`src/design/jsu_pkg.sv`:
```
package jsu_pkg;

  // Parser phase of the front end.
  typedef enum logic [1:0] {
    PH_IDLE,
    PH_STR,
    PH_ESC,
    PH_HEX
  } phase_e;

  // Kind of one result.
  typedef enum logic [1:0] {
    KIND_DATA  = 2'd0,
    KIND_CLOSE = 2'd1,
    KIND_ERR   = 2'd2
  } kind_e;

  // Error codes reported with an error result.
  typedef enum logic [2:0] {
    ERR_NONE     = 3'd0,
    ERR_NO_QUOTE = 3'd1,
    ERR_BAD_ESC  = 3'd2,
    ERR_BAD_HEX  = 3'd3,
    ERR_CTRL     = 3'd4,
    ERR_UNTERM   = 3'd5,
    ERR_TRUNC    = 3'd6
  } err_e;

  // One queued command: all results caused by one input byte.
  // last_idx is the number of results minus one.
  typedef struct packed {
    kind_e            kind;
    logic [2:0][7:0]  bytes;
    err_e             err;
    logic [1:0]       last_idx;
  } cmd_t;

  // Default depth of the command queue (a power of two, at least 2).
  localparam int unsigned FIFO_DEPTH = 2;

endpackage

```
`src/design/jsu_in_if.sv`:
```
interface jsu_in_if;
  logic       valid;
  logic       ready;
  logic [7:0] in_byte;
  logic       end_of_text;

  modport source (output valid, output in_byte, output end_of_text, input ready);
  modport sink (input valid, input in_byte, input end_of_text, output ready);
endinterface

```
`src/design/jsu_out_if.sv`:
```
interface jsu_out_if;
  logic       valid;
  logic       ready;
  logic [1:0] kind;
  logic [7:0] out_byte;
  logic [2:0] error_code;
  logic       last;

  modport source (output valid, output kind, output out_byte, output error_code,
                  output last, input ready);
  modport sink (input valid, input kind, input out_byte, input error_code,
                input last, output ready);
endinterface

```
`src/design/jsu_front.sv`:
```
module jsu_front import jsu_pkg::*; (
  input  logic       clk_i,
  input  logic       rst_ni,
  jsu_in_if.sink     in_i,
  input  logic       full_i,
  output logic       push_o,
  output cmd_t       cmd_o
);

  localparam logic [7:0] ChQuote  = 8'h22;
  localparam logic [7:0] ChBslash = 8'h5C;
  localparam logic [7:0] ChSlash  = 8'h2F;
  localparam logic [7:0] ChLowB   = 8'h62;
  localparam logic [7:0] ChLowF   = 8'h66;
  localparam logic [7:0] ChLowN   = 8'h6E;
  localparam logic [7:0] ChLowR   = 8'h72;
  localparam logic [7:0] ChLowT   = 8'h74;
  localparam logic [7:0] ChLowU   = 8'h75;
  localparam logic [7:0] CtrlLim  = 8'h20;

  phase_e      phase_q, phase_d;
  logic [11:0] code_q, code_d;
  logic [1:0]  hex_cnt_q, hex_cnt_d;

  logic        acc;
  logic [7:0]  c;
  logic        eot;
  logic        hex_ok;
  logic [3:0]  hex_val;
  logic [15:0] code_full;
  logic        emit;
  cmd_t        cmd;

  // Build an error command.
  function automatic cmd_t err_cmd(input err_e e);
    cmd_t r;
    r          = '0;
    r.kind     = KIND_ERR;
    r.err      = e;
    return r;
  endfunction

  // Build a single data byte command.
  function automatic cmd_t data_cmd(input logic [7:0] b);
    cmd_t r;
    r          = '0;
    r.kind     = KIND_DATA;
    r.bytes[0] = b;
    return r;
  endfunction

  assign in_i.ready = !full_i;
  assign acc        = in_i.valid && !full_i;
  assign c          = in_i.in_byte;
  assign eot        = in_i.end_of_text;

  // Hex digit decode, either case.
  always_comb begin
    hex_ok  = 1'b1;
    hex_val = 4'd0;
    if (c >= 8'h30 && c <= 8'h39) begin
      hex_val = 4'(c - 8'h30);
    end else if (c >= 8'h61 && c <= 8'h66) begin
      hex_val = 4'(c - 8'h57);
    end else if (c >= 8'h41 && c <= 8'h46) begin
      hex_val = 4'(c - 8'h37);
    end else begin
      hex_ok = 1'b0;
    end
  end

  assign code_full = {code_q, hex_val};

  // Next state of the parser.
  always_comb begin
    phase_d   = phase_q;
    code_d    = code_q;
    hex_cnt_d = hex_cnt_q;
    if (acc) begin
      case (phase_q)
        PH_STR: begin
          if (eot || c == ChQuote || c < CtrlLim) begin
            phase_d = PH_IDLE;
          end else if (c == ChBslash) begin
            phase_d = PH_ESC;
          end
        end
        PH_ESC: begin
          if (eot) begin
            phase_d = PH_IDLE;
          end else begin
            case (c)
              ChQuote, ChBslash, ChSlash, ChLowB, ChLowF, ChLowN, ChLowR, ChLowT: begin
                phase_d = PH_STR;
              end
              ChLowU: begin
                phase_d   = PH_HEX;
                code_d    = '0;
                hex_cnt_d = '0;
              end
              default: begin
                phase_d = PH_IDLE;
              end
            endcase
          end
        end
        PH_HEX: begin
          if (eot || !hex_ok) begin
            phase_d   = PH_IDLE;
            code_d    = '0;
            hex_cnt_d = '0;
          end else if (hex_cnt_q != 2'd3) begin
            code_d    = code_full[11:0];
            hex_cnt_d = hex_cnt_q + 2'd1;
          end else begin
            phase_d   = PH_STR;
            code_d    = '0;
            hex_cnt_d = '0;
          end
        end
        default: begin
          if (!eot && c == ChQuote) begin
            phase_d   = PH_STR;
            code_d    = '0;
            hex_cnt_d = '0;
          end
        end
      endcase
    end
  end

  // Results caused by the current byte.
  always_comb begin
    emit = 1'b0;
    cmd  = '0;
    case (phase_q)
      PH_STR: begin
        emit = 1'b1;
        if (eot) begin
          cmd = err_cmd(ERR_UNTERM);
        end else if (c == ChQuote) begin
          cmd.kind = KIND_CLOSE;
        end else if (c == ChBslash) begin
          emit = 1'b0;
        end else if (c < CtrlLim) begin
          cmd = err_cmd(ERR_CTRL);
        end else begin
          cmd = data_cmd(c);
        end
      end
      PH_ESC: begin
        emit = 1'b1;
        if (eot) begin
          cmd = err_cmd(ERR_UNTERM);
        end else begin
          case (c)
            ChQuote, ChBslash, ChSlash: cmd = data_cmd(c);
            ChLowB: cmd = data_cmd(8'h08);
            ChLowF: cmd = data_cmd(8'h0C);
            ChLowN: cmd = data_cmd(8'h0A);
            ChLowR: cmd = data_cmd(8'h0D);
            ChLowT: cmd = data_cmd(8'h09);
            ChLowU: emit = 1'b0;
            default: cmd = err_cmd(ERR_BAD_ESC);
          endcase
        end
      end
      PH_HEX: begin
        emit = 1'b1;
        if (eot) begin
          cmd = err_cmd(ERR_TRUNC);
        end else if (!hex_ok) begin
          cmd = err_cmd(ERR_BAD_HEX);
        end else if (hex_cnt_q != 2'd3) begin
          emit = 1'b0;
        end else if (code_full[15:7] == '0) begin
          cmd = data_cmd(code_full[7:0]);
        end else if (code_full[15:11] == '0) begin
          cmd.kind     = KIND_DATA;
          cmd.bytes[0] = {3'b110, code_full[10:6]};
          cmd.bytes[1] = {2'b10, code_full[5:0]};
          cmd.last_idx = 2'd1;
        end else begin
          cmd.kind     = KIND_DATA;
          cmd.bytes[0] = {4'b1110, code_full[15:12]};
          cmd.bytes[1] = {2'b10, code_full[11:6]};
          cmd.bytes[2] = {2'b10, code_full[5:0]};
          cmd.last_idx = 2'd2;
        end
      end
      default: begin
        if (eot || c != ChQuote) begin
          emit = 1'b1;
          cmd  = err_cmd(ERR_NO_QUOTE);
        end
      end
    endcase
  end

  assign push_o = acc && emit;
  assign cmd_o  = cmd;

  // Parser state registers.
  always_ff @(posedge clk_i or negedge rst_ni) begin
    if (!rst_ni) begin
      phase_q   <= PH_IDLE;
      code_q    <= '0;
      hex_cnt_q <= '0;
    end else begin
      phase_q   <= phase_d;
      code_q    <= code_d;
      hex_cnt_q <= hex_cnt_d;
    end
  end

endmodule

```
`src/design/jsu_fifo.sv`:
```
module jsu_fifo import jsu_pkg::*; #(
  parameter int unsigned Depth = FIFO_DEPTH
) (
  input  logic clk_i,
  input  logic rst_ni,
  input  logic push_i,
  input  cmd_t data_i,
  output logic full_o,
  input  logic pop_i,
  output logic valid_o,
  output cmd_t data_o
);

  localparam int unsigned AddrW = $clog2(Depth);
  localparam int unsigned CntW  = $clog2(Depth + 1);

  cmd_t             mem_q [Depth];
  logic [AddrW-1:0] wr_ptr_q, rd_ptr_q;
  logic [CntW-1:0]  cnt_q;

  assign full_o  = (cnt_q == CntW'(Depth));
  assign valid_o = (cnt_q != '0);
  assign data_o  = mem_q[rd_ptr_q];

  // Storage; the front only pushes when there is room.
  always_ff @(posedge clk_i) begin
    if (push_i) begin
      mem_q[wr_ptr_q] <= data_i;
    end
  end

  // Pointers and fill count.
  always_ff @(posedge clk_i or negedge rst_ni) begin
    if (!rst_ni) begin
      wr_ptr_q <= '0;
      rd_ptr_q <= '0;
      cnt_q    <= '0;
    end else begin
      if (push_i) begin
        wr_ptr_q <= wr_ptr_q + AddrW'(1);
      end
      if (pop_i) begin
        rd_ptr_q <= rd_ptr_q + AddrW'(1);
      end
      if (push_i && !pop_i) begin
        cnt_q <= cnt_q + CntW'(1);
      end else if (pop_i && !push_i) begin
        cnt_q <= cnt_q - CntW'(1);
      end
    end
  end

endmodule

```
`src/design/jsu_back.sv`:
```
module jsu_back import jsu_pkg::*; (
  input  logic       clk_i,
  input  logic       rst_ni,
  input  logic       valid_i,
  input  cmd_t       cmd_i,
  output logic       pop_o,
  jsu_out_if.source  out_o
);

  cmd_t       cur_q;
  logic       busy_q;
  logic [1:0] idx_q;
  logic       is_last;
  logic       fin;
  logic       load;

  assign is_last = (idx_q == cur_q.last_idx);
  assign fin     = busy_q && out_o.ready && is_last;
  assign load    = valid_i && (!busy_q || fin);
  assign pop_o   = load;

  // Present the current result of the held command.
  always_comb begin
    out_o.valid      = busy_q;
    out_o.kind       = cur_q.kind;
    out_o.error_code = cur_q.err;
    out_o.last       = is_last;
    case (idx_q)
      2'd1:    out_o.out_byte = cur_q.bytes[1];
      2'd2:    out_o.out_byte = cur_q.bytes[2];
      default: out_o.out_byte = cur_q.bytes[0];
    endcase
  end

  // Command register; payload needs no reset.
  always_ff @(posedge clk_i) begin
    if (load) begin
      cur_q <= cmd_i;
    end
  end

  // Result sequencing.
  always_ff @(posedge clk_i or negedge rst_ni) begin
    if (!rst_ni) begin
      busy_q <= 1'b0;
      idx_q  <= '0;
    end else begin
      if (load) begin
        busy_q <= 1'b1;
        idx_q  <= '0;
      end else if (fin) begin
        busy_q <= 1'b0;
        idx_q  <= '0;
      end else if (busy_q && out_o.ready) begin
        idx_q <= idx_q + 2'd1;
      end
    end
  end

endmodule

```
`src/design/json_string_unescape.sv`:
```
// JSON string unescaper.
// The input channel carries one raw text byte per request (in_byte), or an
// end-of-text marker (end_of_text). The text of a string starts with its
// opening quote. The output channel carries one result per request: a data
// byte, a "string closed" mark or an error with its code, and last marks the
// final result caused by one input byte.
// Throughput is one input byte per cycle while each byte causes at most one
// result and the receiver is ready. A \u escape giving two or three UTF-8 bytes
// holds the output stage until all are taken; the command queue absorbs this
// and intake stalls only once the queue is full. The results of a byte are
// queued when it is accepted, then loaded into the output stage register.
// Reset clears the parser to idle (awaiting an opening quote) and empties the
// queue and output stage. When the receiver stalls, the current result holds
// steady, the queue fills, and then the input ready goes low.
module json_string_unescape import jsu_pkg::*; #(
  parameter int unsigned FifoDepth = FIFO_DEPTH
) (
  input  logic      clk_i,
  input  logic      rst_ni,
  jsu_in_if.sink    in_i,
  jsu_out_if.source out_o
);

  logic push;
  logic full;
  logic pop;
  logic q_valid;
  cmd_t push_cmd;
  cmd_t pop_cmd;

  // Parser and classifier.
  jsu_front u_front (
    .clk_i  (clk_i),
    .rst_ni (rst_ni),
    .in_i   (in_i),
    .full_i (full),
    .push_o (push),
    .cmd_o  (push_cmd)
  );

  // Command queue between parser and output sequencer.
  jsu_fifo #(
    .Depth (FifoDepth)
  ) u_fifo (
    .clk_i   (clk_i),
    .rst_ni  (rst_ni),
    .push_i  (push),
    .data_i  (push_cmd),
    .full_o  (full),
    .pop_i   (pop),
    .valid_o (q_valid),
    .data_o  (pop_cmd)
  );

  // Output sequencer.
  jsu_back u_back (
    .clk_i   (clk_i),
    .rst_ni  (rst_ni),
    .valid_i (q_valid),
    .cmd_i   (pop_cmd),
    .pop_o   (pop),
    .out_o   (out_o)
  );

endmodule

```
`src/flat_wrapper.sv`:
```
// flat-port wrapper written by rule: the top's interface ports become plain ports
module json_string_unescape_flat import jsu_pkg::*;
#(
  parameter int unsigned FifoDepth = FIFO_DEPTH
)
  (clk_i, rst_ni, in_i_valid, in_i_in_byte, in_i_end_of_text, in_i_ready, out_o_valid, out_o_kind, out_o_out_byte, out_o_error_code, out_o_last, out_o_ready);
  jsu_in_if in_i_i ();
  jsu_out_if out_o_i ();
  input  logic clk_i;
  input  logic rst_ni;
  input wire logic [$bits(in_i_i.valid)-1:0] in_i_valid;
  input wire logic [$bits(in_i_i.in_byte)-1:0] in_i_in_byte;
  input wire logic [$bits(in_i_i.end_of_text)-1:0] in_i_end_of_text;
  output wire logic [$bits(in_i_i.ready)-1:0] in_i_ready;
  output wire logic [$bits(out_o_i.valid)-1:0] out_o_valid;
  output wire logic [$bits(out_o_i.kind)-1:0] out_o_kind;
  output wire logic [$bits(out_o_i.out_byte)-1:0] out_o_out_byte;
  output wire logic [$bits(out_o_i.error_code)-1:0] out_o_error_code;
  output wire logic [$bits(out_o_i.last)-1:0] out_o_last;
  input wire logic [$bits(out_o_i.ready)-1:0] out_o_ready;
  assign in_i_i.valid = in_i_valid;
  assign in_i_i.in_byte = in_i_in_byte;
  assign in_i_i.end_of_text = in_i_end_of_text;
  assign in_i_ready = in_i_i.ready;
  assign out_o_valid = out_o_i.valid;
  assign out_o_kind = out_o_i.kind;
  assign out_o_out_byte = out_o_i.out_byte;
  assign out_o_error_code = out_o_i.error_code;
  assign out_o_last = out_o_i.last;
  assign out_o_i.ready = out_o_ready;
  json_string_unescape #(.FifoDepth(FifoDepth)) u_core (.clk_i(clk_i), .rst_ni(rst_ni), .in_i(in_i_i), .out_o(out_o_i));
endmodule
```
`config.mk`:
```
export PLATFORM = sky130hd
export DESIGN_NAME = json_string_unescape_flat
export DESIGN_NICKNAME = d
export VERILOG_FILES = /design/src/design/jsu_pkg.sv /design/src/design/jsu_in_if.sv /design/src/design/jsu_out_if.sv /design/src/design/jsu_front.sv /design/src/design/jsu_fifo.sv /design/src/design/jsu_back.sv /design/src/design/json_string_unescape.sv /design/src/flat_wrapper.sv
export SDC_FILE = /design/constraint.sdc
export NUM_CORES = 1
export LEC_CHECK = 0
export BUFFER_PORTS_ARGS = -buffer_cell sky130_fd_sc_hd__clkbuf_2
export CAP_MARGIN = 20
export CORE_ASPECT_RATIO = 2
export CORE_UTILIZATION = 45
export CTS_CLUSTER_DIAMETER = 80
export DETAILED_ROUTE_END_ITERATION = 8
export GPL_TIMING_DRIVEN = 0
export PLACE_DENSITY = 0.72
export SETUP_SLACK_MARGIN = 0.15
export SYNTH_ARGS = -nofsm -noshare
export SYNTH_HDL_FRONTEND = slang
export SYNTH_SLANG_ARGS = --single-unit
```
`constraint.sdc`:
```
create_clock -name clk_i -period 7.15 [get_ports clk_i]
set_input_delay 1.0725 -clock clk_i [delete_from_list [all_inputs] [get_ports clk_i]]
set_output_delay 1.0725 -clock clk_i [all_outputs]
set_load 0.1 [all_outputs]
```
==> impl_metrics.tcl, run 1 <==
set metrics [dict create \
    gp_congestion 0.942 \
    cp_top_family "compound AO/OA/AOI/OAI gates" \
    row_count 55 \
    ys_warn_count 0 \
    async_flop_share_pct 21.5 \
    antennaDiodeCount 0 \
    rsz0062_at_grt "false" \
    fin_crit_sh_pct 53.2 \
    synth_mux_area_share_pct 7.11 \
    wirelength_um 11700 \
    hpwl_um 9080 \
    grt_pass1_vias 3669 \
    fmax_mhz 263 \
    setup_viol 0 \
    min_to "u_core.u_fifo.cnt_q[1]$_DFFE_PN0P_" \
    yosysTopAreaCell "edfxtp_1" \
    cts_buffers 9 \
    vdd_drop_max_mv 0.578 \
    gr-total-overflow 0 \
    vias_per_cell 5.72 \
    antenna_found_initial 0 \
    drv_cap 0 \
    synth_area_sq_mm 0.00521 \
    synth.distinct_cells 64 \
    end_kind "flip-flop" \
    slew_headroom_pct 35.5 \
    p_switching_mw 1.05 \
    cp_slowest_cell "o21ai_1" \
    synth_common_cells "edfxtp_1 (84), mux2_2 (32), nand2_1 (31), nor2_1 (26), dfrtp_1 (23)" \
    min_from "u_core.u_fifo.cnt_q[1]$_DFFE_PN0P_" \
    critical-path-max-stage-delay_ns 0.59 \
    seq_area_frac_synth_pct 59.4 \
    firstDrtPassIters 4 \
    drt_iter0_markers 150 \
    swShare_pct 42.4 \
    start_util_pct 46.2 \
    required_ns 7.19 \
    comb_power_share_pct 42.3 \
    die_y_um 154 \
    root_buffer "clkbuf_16" \
    synth_compound_gate_area_share_pct 12.9 \
    crit_type "in -> reg" \
    htree_levels 3 \
    cts.clk_slew.worst_paths_ns 0.07 \
    fin_skew_ns 0.0100 \
    reg2regPathDepth 8 \
    r2r_setup_slack_ns 4.13 \
    synth_nets 444 \
    final_cell_count_no_fill 607 \
    grt_max_degree 24 \
    yosysMostFrequentCell "edfxtp_1" \
    synth_top_family_by_area "compound AO/OA/AOI/OAI gates" \
    post_cts_buffers 0 \
    cts_hold_buf 0 \
    period_minus_slack_ns 3.80 \
    critPathBufInv 3 \
    worstReg2RegEnd "u_core.u_fifo.mem_q[1][4]$_DFFE_PP_" \
    die_x_um 78.1 \
    hold_path.class "reg -> reg" \
    dieArea_sq_mm 0.0120 \
    drive_gt1_share_pct 21.9 \
    syn_area_per_cell_sq_um 12.4 \
    powerDensity_mw_per_mm2 423 \
    placeableCoreArea_sq_mm 0.0113 \
    dpl.cell_count 590 \
    ios 29 \
    timing.rr.start "u_core.u_front.phase_q[0]$_DFFE_PN0P_" \
    p_int_mw 1.43 \
    grt_first_pass_wirelength_um 18700 \
    drc_errors 0 \
    yosys.area_share.simple_pct 11.9 \
    holdPathStages 1 \
    worstMarginPinSlew_ns 0.958 \
    cts_sinks 107 \
    cp_max_fo 19 \
    post-synth-top-area-fraction_pct 48.4 \
    cts_buffer_depth 2 \
    pwr-share-seq_pct 38.5 \
    postRouteAntennaNets 0 \
    synth-xor-area-share_pct 1.68 \
    setup.worst_path.start_class "input pin" \
    setup_tns_ns 0 \
    nets 485 \
    insertion_delay_ns 0.34 \
    crit_chain "clkbuf_2 > inv_1 > ha_1 > o21ba_2 > o21ai_1 > nand3_1 > a311o_1 > nor2_2 > buf_8" \
    finalHoldViolations 0 \
    wl_per_cell_um 19.3 \
    drv_slew 0 \
    ys_ff_latch 107 \
    area_growth_pct 12.7 \
    status "finished, final reports clean" \
    numPortBuffers 26 \
    cts_resized 0 \
    synth_edf_count 84 \
    vias 3471 \
    cts_tree "done" \
    cellLeakagePower_nw 2.27 \
    synthFlopType "edfxtp_1" \
    grt_usage_pct 20.7 \
    power_frac_clock_pct 19.2 \
    ys_top_cells_by_area "edfxtp_1 (48%), dfrtp_1 (11%), mux2_2 (6.9%), ha_1 (2.9%), nand2_1 (2.2%)" \
    synthAdderAreaFrac_pct 2.88 \
    netlist_instances 419 \
    crit_arrival_ns 3.84 \
]
## power groups by stage
stage / combinational [mW] / clock [mW] / sequential [mW]
detailed placement: 1.05 / 0 / 0.969
global placement: 1.02 / 0 / 0.970
finish: 1.05 / 0.477 / 0.956
floorplan: 0.832 / 0 / 0.960
global route: 1.11 / 0.510 / 0.971
CTS: 1.06 / 0.483 / 0.958
## cells by family (layout without fill, tap and decap cells)
| group | count (synthesis) | in the layout |
|---|---|---|
| XOR/XNOR | 10 | 10 |
| buffers and inverters | 44 | 90 |
| multiplexers | 33 | 33 |
| flip-flops | 107 | 107 |
| adder cells (fa/ha/maj) | 12 | 12 |
| AO/OA/AOI/OAI | 94 | 94 |
| AND/OR/NAND/NOR | 119 | 119 |
## registers in the layout, indices dropped and copies added (netlist names)
signal / flops
u_core.u_back.cur_q: 23
u_core.u_back.idx_q: 2
u_core.u_back.out_o.error_code: 3
u_core.u_back.out_o.kind: 2
u_core.u_back.out_o.valid: 1
u_core.u_fifo.cnt_q: 2
u_core.u_fifo.mem_q: 56
u_core.u_fifo.rd_ptr_q: 1
u_core.u_fifo.wr_ptr_q: 1
u_core.u_front.code_q: 12
u_core.u_front.hex_cnt_q: 2
u_core.u_front.phase_q: 2
## through the flow
| stage | utilization, % | area, sq um | power [mW] | hold WS [ns] | setup WS [ns] |
|---|---|---|---|---|---|
| 2_1_floorplan | - | 5210 | 1.79 | 0.464 | 2.96 |
| 3_3_place_gp | 48.9 | 5520 | 1.99 | 0.479 | 1.89 |
| 3_5_place_dp | 49.4 | 5570 | 2.02 | 0.492 | 2.99 |
| 4_1_cts | 52.0 | 5870 | 2.50 | 0.504 | 3.34 |
| 5_1_grt | 52.0 | 5870 | 2.60 | 0.507 | 3.15 |
| 6_report | 52.0 | 5870 | 2.48 | 0.500 | 3.35 |
## area by class of cell
class	instances	area, sq um
Fill cell	980	5420
Sequential cell	107	3100
Tap cell	142	178
Clock inverter	5	40.0
Multi-Input combinational cell	268	1910
Buffer	23	135
Timing Repair Buffer	30	180
Clock buffer	11	254
Inverter	21	78.8
## cell usage in the layout (no fill, tap or decap), drive strengths merged, types with 2 or more instances in the layout
cell    count
nor4bb      2
nand2b      4
o311ai      2
edfxtp     84
nor2b       3
a31oi       3
a31o        2
o21a        3
o21ai      19
buf        17
nor3b       2
dfrtp      23
nand2      31
a22o       11
clkbuf     47
a2111o      2
a21oi      18
inv        25
and3        6
nor3       10
and2        3
mux2       32
a22oi       8
nand3       9
a211o       3
nor4        6
or3         3
or4b        2
a211oi      7
ha         12
o31ai       3
or4         3
nor2       26
or2         3
xor2        4
xnor2       6
## worst max path at each step
stage                     cells past startpoint                          startpoint                                   end  slack (ns)
after CTS                                     9                     in_i_in_byte[0]   u_core.u_fifo.mem_q[0][5]$_DFFE_PP_        3.34
final                                         9                     in_i_in_byte[0]   u_core.u_fifo.mem_q[1][4]$_DFFE_PP_        3.35
after detailed placement                      9                     in_i_in_byte[0]  u_core.u_fifo.mem_q[0][24]$_DFFE_PP_        2.99
after global routing                          9                     in_i_in_byte[0]   u_core.u_fifo.mem_q[0][5]$_DFFE_PP_        3.15
after global placement                        8                     in_i_in_byte[0]  u_core.u_fifo.mem_q[0][30]$_DFFE_PP_        1.89
after floorplan                               4  u_core.u_back.idx_q[0]$_DFFE_PN0P_                     out_o_out_byte[0]        2.96
## routing by layer
layer | global-route usage (%) | part of all wire (%) | vias to the layer above | routed length (um)
li1 | - | - | 1652 | -
met3 | 2.71 | 2.3 | 38 | 273
met5 | 0 | 0 | - | 0
met4 | 13.1 | 5.6 | 0 | 662
met1 | 19.1 | 33 | 1697 | 3880
met2 | 40.9 | 59 | 84 | 6900
Power figures use the tool's default switching activity.
==> run 2, diff against run 1 <==
--- a/config.mk
+++ b/config.mk
@@ -5,6 +5,7 @@
 export SDC_FILE = /design/constraint.sdc
 export NUM_CORES = 1
 export LEC_CHECK = 0
+export ABC_AREA = 1
 export BUFFER_PORTS_ARGS = -buffer_cell sky130_fd_sc_hd__clkbuf_2
 export CAP_MARGIN = 20
 export CORE_ASPECT_RATIO = 2
==> constraint.sdc (replaced) <==
create_clock -name clk_i -period 3.8 [get_ports clk_i]
set_input_delay 0.57 -clock clk_i [delete_from_list [all_inputs] [get_ports clk_i]]
set_output_delay 0.57 -clock clk_i [all_outputs]
set_load 0.1 [all_outputs]
==> impl_metrics.tcl, run 2 <==
set metrics [dict create \
    insertion_delay_ns 0.35 \
    grt_pass1_vias 3828 \
    rsz0062_at_grt "false" \
    grt_first_pass_wirelength_um 18500 \
    status "finished, final reports clean" \
    seq_area_frac_synth_pct 58.3 \
    dieArea_sq_mm 0.0123 \
    gp_congestion 0.949 \
    htree_levels 3 \
    area_growth_pct 12.7 \
    pwr-share-seq_pct 35.5 \
    fin_crit_sh_pct 75.7 \
    crit_type "reg -> out" \
    synth_compound_gate_area_share_pct 7.95 \
    drv_slew 0 \
    yosysTopAreaCell "edfxtp_1" \
    cts_buffers 9 \
    cellLeakagePower_nw 2.64 \
    powerDensity_mw_per_mm2 908 \
    largest_register "u_core.u_fifo.mem_q" \
    cts_hold_buf 0 \
    grt_max_degree 29 \
    largest_registers "u_core.u_fifo.mem_q (56), u_core.u_back.cur_q (23), u_core.u_front.code_q (12)" \
    synth_common_cells "nand2_1 (188), edfxtp_1 (84), nor2_1 (53), inv_1 (51), nand3_1 (38)" \
    p_switching_mw 2.62 \
    drt_iter0_markers 177 \
    end_kind "output pin" \
    syn_area_per_cell_sq_um 9.31 \
    cts_sinks 107 \
    gr-total-overflow 0 \
    synth-xor-area-share_pct 0.659 \
    r2r_setup_slack_ns 1.20 \
    wl_met3_um 297 \
    postRouteAntennaNets 0 \
    drc_errors 0 \
    ys_ff_latch 107 \
    wl_met1_um 3870 \
    synth_nets 596 \
    fin_skew_ns 0.00796 \
    vias_per_cell 5.19 \
    post-synth-top-area-fraction_pct 47.4 \
    period_minus_slack_ns 2.88 \
    cts_resized 0 \
    crit_arrival_ns 2.31 \
    power.total_mw 5.44 \
    netlist_instances 571 \
    cp_max_fo 10 \
    hpwl_um 9160 \
    synth_edf_count 84 \
    final_cell_mix "nand2_1 (188), edfxtp_1 (84), nor2_1 (52)" \
    placeableCoreArea_sq_mm 0.0114 \
    setup.worst_path.start_class "flip-flop" \
    firstDrtPassIters 5 \
    final_area_sq_mm 0.00599 \
    die_x_um 78.9 \
    synthFlopType "edfxtp_1" \
    fmax_mhz 348 \
    ios 29 \
    synth_area_sq_mm 0.00532 \
    die_y_um 156 \
    p_int_mw 2.82 \
    numPortBuffers 28 \
    synth_mux_area_share_pct 0 \
    vias 3941 \
    place_area_sq_mm 0.00565 \
    hold_path.class "in -> async" \
    nets 637 \
    power_frac_clock_pct 17.3 \
    ys_warn_count 0 \
    synth_top_family_by_area "simple AND/OR/NAND/NOR gates" \
    row_count 55 \
    largest_reg_flops 56 \
    worstMarginPinSlew_ns 0.968 \
    post_cts_buffers 0 \
    required_ns 3.23 \
    slew_headroom_pct 35.4 \
    drive_gt1_share_pct 15.2 \
    synth.distinct_cells 36 \
    setup_viol 0 \
    final_common_cell "nand2_1" \
    drv_cap 0 \
    vdd_drop_max_mv 0.902 \
    yosysMostFrequentCell "nand2_1" \
    top_layer_used "met4" \
    root_buffer "clkbuf_16" \
    antennaDiodeCount 0 \
    wirelength_um 11600 \
    ys_top_cells_by_area "edfxtp_1 (47%), nand2_1 (13%), dfrtp_1 (11%), nor2_1 (3.7%), inv_1 (3.6%)" \
    cts_buffer_depth 2 \
    comb_power_share_pct 47.2 \
    wl_per_cell_um 15.3 \
    timing.rr.start "u_core.u_front.phase_q[0]$_DFFE_PN0P_" \
    antenna_found_initial 0 \
    async_flop_share_pct 21.5 \
    cts_tree "done" \
    yosys.area_share.simple_pct 24.0 \
    cts.clk_slew.worst_paths_ns 0.08 \
    swShare_pct 48.1 \
    synthAdderAreaFrac_pct 2.82 \
    wl_met2_um 6710 \
    finalHoldViolations 0 \
    start_util_pct 46.5 \
    grt_usage_pct 20.3 \
    crit_start "u_core.u_back.idx_q[0]$_DFFE_PN0P_" \
]
run 2: changes by cell type in the layout (fill, tap and decap cells not counted), sizes merged, moves of 6 or more:
cell	previous run	this run
and3	6	0
a22o	11	0
nand2	31	194
o22ai	1	12
a21oi	18	26
mux2	32	0
inv	25	67
a22oi	8	1
nor4	6	0
nor2	26	58
nand3	9	42
run 2: kinds of logic (layout without fill, tap and decap cells):
logic type | after synthesis | after routing
AO/OA/AOI/OAI | 65 | 65
XOR/XNOR | 4 | 4
adder cells (fa/ha/maj) | 12 | 12
buffers and inverters | 81 | 127
flip-flops | 107 | 107
AND/OR/NAND/NOR | 302 | 302
run 2: path summary, 6_finish.rpt:
check,to,cells after the start
max,out_o_out_byte[7],7
min,u_core.u_front.code_q[4]$_DFFE_PN0P_,1
max reg2reg,u_core.u_fifo.cnt_q[1]$_DFFE_PN0P_,12
min reg2reg,u_core.u_fifo.wr_ptr_q$_DFFE_PN0N_,2
max in group asynchronous,u_core.u_front.phase_q[1]$_DFFE_PN0P_,1
min in group clk_i,u_core.u_fifo.wr_ptr_q$_DFFE_PN0N_,2
run 2: cell type report:
class / instances / area [sq um]
clock buffers: 9 / 225
clock inverters: 7 / 86.3
plain buffers: 18 / 98.8
flip-flops and latches: 107 / 3100
repair buffers: 30 / 183
fillers: 1046 / 5430
well taps: 142 / 178
inverters: 63 / 238
multi-input cells: 383 / 1890
run 2: routing by layer:
layer	up-vias	GRT usage, %
met4	0	13.2
li1	1964	-
met2	94	40.0
met3	43	3.57
met5	-	0
met1	1840	17.8
run 2: through the flow:
stage          utilization, %  setup slack, ns  hold WS (ns)  std cells  TNS, ns
6_report                 52.5            0.925         0.218        759        0
5_1_grt                  52.5            0.824         0.256        759        0
4_1_cts                  52.2            0.912         0.235        758        0
3_5_place_dp             49.5            0.566         0.467        742        0
3_3_place_gp             49.3           -0.309         0.455        741    -8.59
2_1_floorplan               -            0.159         0.274        571        0
run 2: worst max-delay path: stages (launching register included):
cell and delay, ns:
dfrtp_1 0.42, inv_1 0.07, ha_1 0.27, clkbuf_1 0.35, inv_1 0.20, nor2_1 0.22
a21oi_1 0.06, clkbuf_2 0.37
run 2: power by group through the flow:
stage,Clock (mW),Combinational (mW),Sequential (mW)
detailed placement,0,2.54,1.96
global placement,0,2.48,1.96
floorplan,0,2.02,1.94
finish,0.940,2.57,1.93
CTS,0.958,2.55,1.94
global route,1.01,2.77,1.97
==> run 3, diff against run 2 <==
==> constraint.sdc (replaced) <==
create_clock -name clk_i -period 2.8 [get_ports clk_i]
set_input_delay 0.42 -clock clk_i [delete_from_list [all_inputs] [get_ports clk_i]]
set_output_delay 0.42 -clock clk_i [all_outputs]
set_load 0.1 [all_outputs]
==> impl_metrics.tcl, run 3 (synthesis results as in run 2) <==
set metrics [dict create \
    status "finished, final reports clean" \
    gp_congestion 0.937 \
    crit_arrival_ns 2.81 \
    nets 639 \
    vias_per_cell 5.21 \
    power_frac_clock_pct 17.0 \
    gr-total-overflow 0 \
    powerDensity_mw_per_mm2 1250 \
    cts.clk_slew.worst_paths_ns 0.07 \
    hpwl_um 9370 \
    setup_tns_ns 0 \
    final_common_cell "nand2_1" \
    p_int_mw 3.99 \
    insertion_delay_ns 0.35 \
    dieArea_sq_mm 0.0123 \
    final_area_sq_mm 0.00607 \
    area_growth_pct 14.2 \
    cts_buffer_depth 2 \
    wl_per_cell_um 16.1 \
    drt_iter0_markers 170 \
    largest_reg_flops 56 \
    period_minus_slack_ns 2.58 \
    drc_errors 0 \
    setup_viol 0 \
    cts_sinks 107 \
    required_ns 3.03 \
    grt_pass1_vias 4060 \
    fin_ws_ns 0.218 \
    ios 29 \
    htree_levels 3 \
    grt_first_pass_wirelength_um 20100 \
    critical-path-max-stage-delay_ns 0.32 \
    numPortBuffers 28 \
    slew_headroom_pct 55.7 \
    setup.worst_path.start_class "input pin" \
    cpMostUsedCell "nand2_1" \
    drv_slew 0 \
    grt_max_degree 29 \
    place_ws_ns -0.310 \
    cp_max_fo 8 \
    cts_hold_buf 0 \
    swShare_pct 47.6 \
    vias 3968 \
    postRouteAntennaNets 0 \
    placeableCoreArea_sq_mm 0.0114 \
    drv_cap 0 \
    die_y_um 156 \
    antennaDiodeCount 0 \
    power.total_mw 7.62 \
    fin_crit_sh_pct 92.2 \
    end_kind "flip-flop" \
    worstMarginPinSlew_ns 0.663 \
    grt_usage_pct 22.0 \
    root_buffer "clkbuf_16" \
    fmax_mhz 387 \
    hold_path.class "in -> async" \
    final_cell_mix "nand2_1 (187), edfxtp_1 (84), nor2_1 (52)" \
    pwr-share-seq_pct 34.5 \
    p_switching_mw 3.63 \
    largest_register "u_core.u_fifo.mem_q" \
    start_util_pct 46.5 \
    holdWs_ns 0.0695 \
    place_area_sq_mm 0.00569 \
    drive_gt1_share_pct 17.6 \
    fin_skew_ns 0.00593 \
    cellLeakagePower_nw 2.64 \
    n_fill_cell 1075 \
    row_count 55 \
    cp_slowest_cell "ha_1" \
    crit_type "in -> reg" \
    cts_tree "done" \
    finalHoldViolations 0 \
    antenna_found_initial 0 \
    rsz0062_at_grt "true" \
    die_x_um 78.9 \
    crit_chain "clkbuf_2 > inv_1 > ha_1 > nand3_2 > nor2_2 > nand2_1 > nand2_1 > a21boi_1 > nand2_1 > nand2_2 > inv_1 > ha_1 > a21oi_1 > o21ai_0 > xor2_1" \
    cts_buffers 9 \
    comb_power_share_pct 48.6 \
    firstDrtPassIters 4 \
    largest_registers "u_core.u_fifo.mem_q (56), u_core.u_back.cur_q (23), u_core.u_front.code_q (12)" \
    vdd_drop_max_mv 0.993 \
    wirelength_um 12300 \
]
[run 3: what timing repair did]
action                     CTS  global route
setup endpoints to repair   53            56
resized for setup            8             7
cloned                       1             0
buffers inserted             0             2
[run 3: path summary, 6_finish.rpt]
| kind | end | from | slack (ns) | cells after the start |
|---|---|---|---|---|
| max | u_core.u_fifo.cnt_q[1]$_DFFE_PN0P_ | in_i_in_byte[0] | 0.22 | 15 |
| min | u_core.u_back.out_o.valid$_DFFE_PN0P_ | rst_ni | 0.07 | 1 |
| max reg2reg | u_core.u_fifo.cnt_q[1]$_DFFE_PN0P_ | u_core.u_front.phase_q[0]$_DFFE_PN0P_ | 0.37 | 12 |
| min reg2reg | u_core.u_fifo.wr_ptr_q$_DFFE_PN0N_ | u_core.u_fifo.wr_ptr_q$_DFFE_PN0N_ | 0.48 | 2 |
| max in group asynchronous | u_core.u_fifo.rd_ptr_q$_DFFE_PN0P_ | rst_ni | 2.33 | 1 |
| min in group clk_i | u_core.u_back.out_o.valid$_DFFE_PN0P_ | out_o_ready | 0.48 | 6 |
[run 3: through the flow]
step	utilization, %	cells
finish	53.2	761
global route	53.2	761
CTS	52.8	759
detailed placement	49.8	742
global placement	49.7	741
floorplan	-	571
[run 3: critical path: cells and delay by family]
kind | cells | cell delay (ns)
AOI/OAI and AO/OA | 3 | 0.42
xor gates and xnor gates | 1 | 0.15
adders and majority gates | 2 | 0.51
buffers and inverters | 3 | 0.39
and+or+nand+nor | 6 | 0.89
[run 3: cell type report]
cell class / count / area, sq um / area share, %
buffer: 18 / 101 / 1.67
clock buffer: 9 / 225 / 3.71
clock inverter: 7 / 81.3 / 1.34
inverter: 63 / 245 / 4.04
multi-input combinational: 383 / 1930 / 31.8
sequential: 107 / 3100 / 51.0
tap: 142 / 178 / 2.92
timing repair buffer: 31 / 208 / 3.42
timing repair inverter: 1 / 7.51 / 0.124
[run 3: layer usage]
layer	up-vias	GRT usage [%]	share of wire, %
li1	1962	-	-
met1	1860	20.2	33
met2	111	43.4	59
met3	35	3.10	2.9
met4	0	13.3	4.7
met5	-	0	0
[run 3: power groups by stage]
stage / logic [mW] / registers [mW] / clock network, mW
floorplan: 2.83 / 2.63 / 0
global placement: 3.45 / 2.65 / 0
detailed placement: 3.55 / 2.67 / 0
CTS: 3.64 / 2.63 / 1.31
global route: 4.01 / 2.68 / 1.37
finish: 3.70 / 2.63 / 1.29
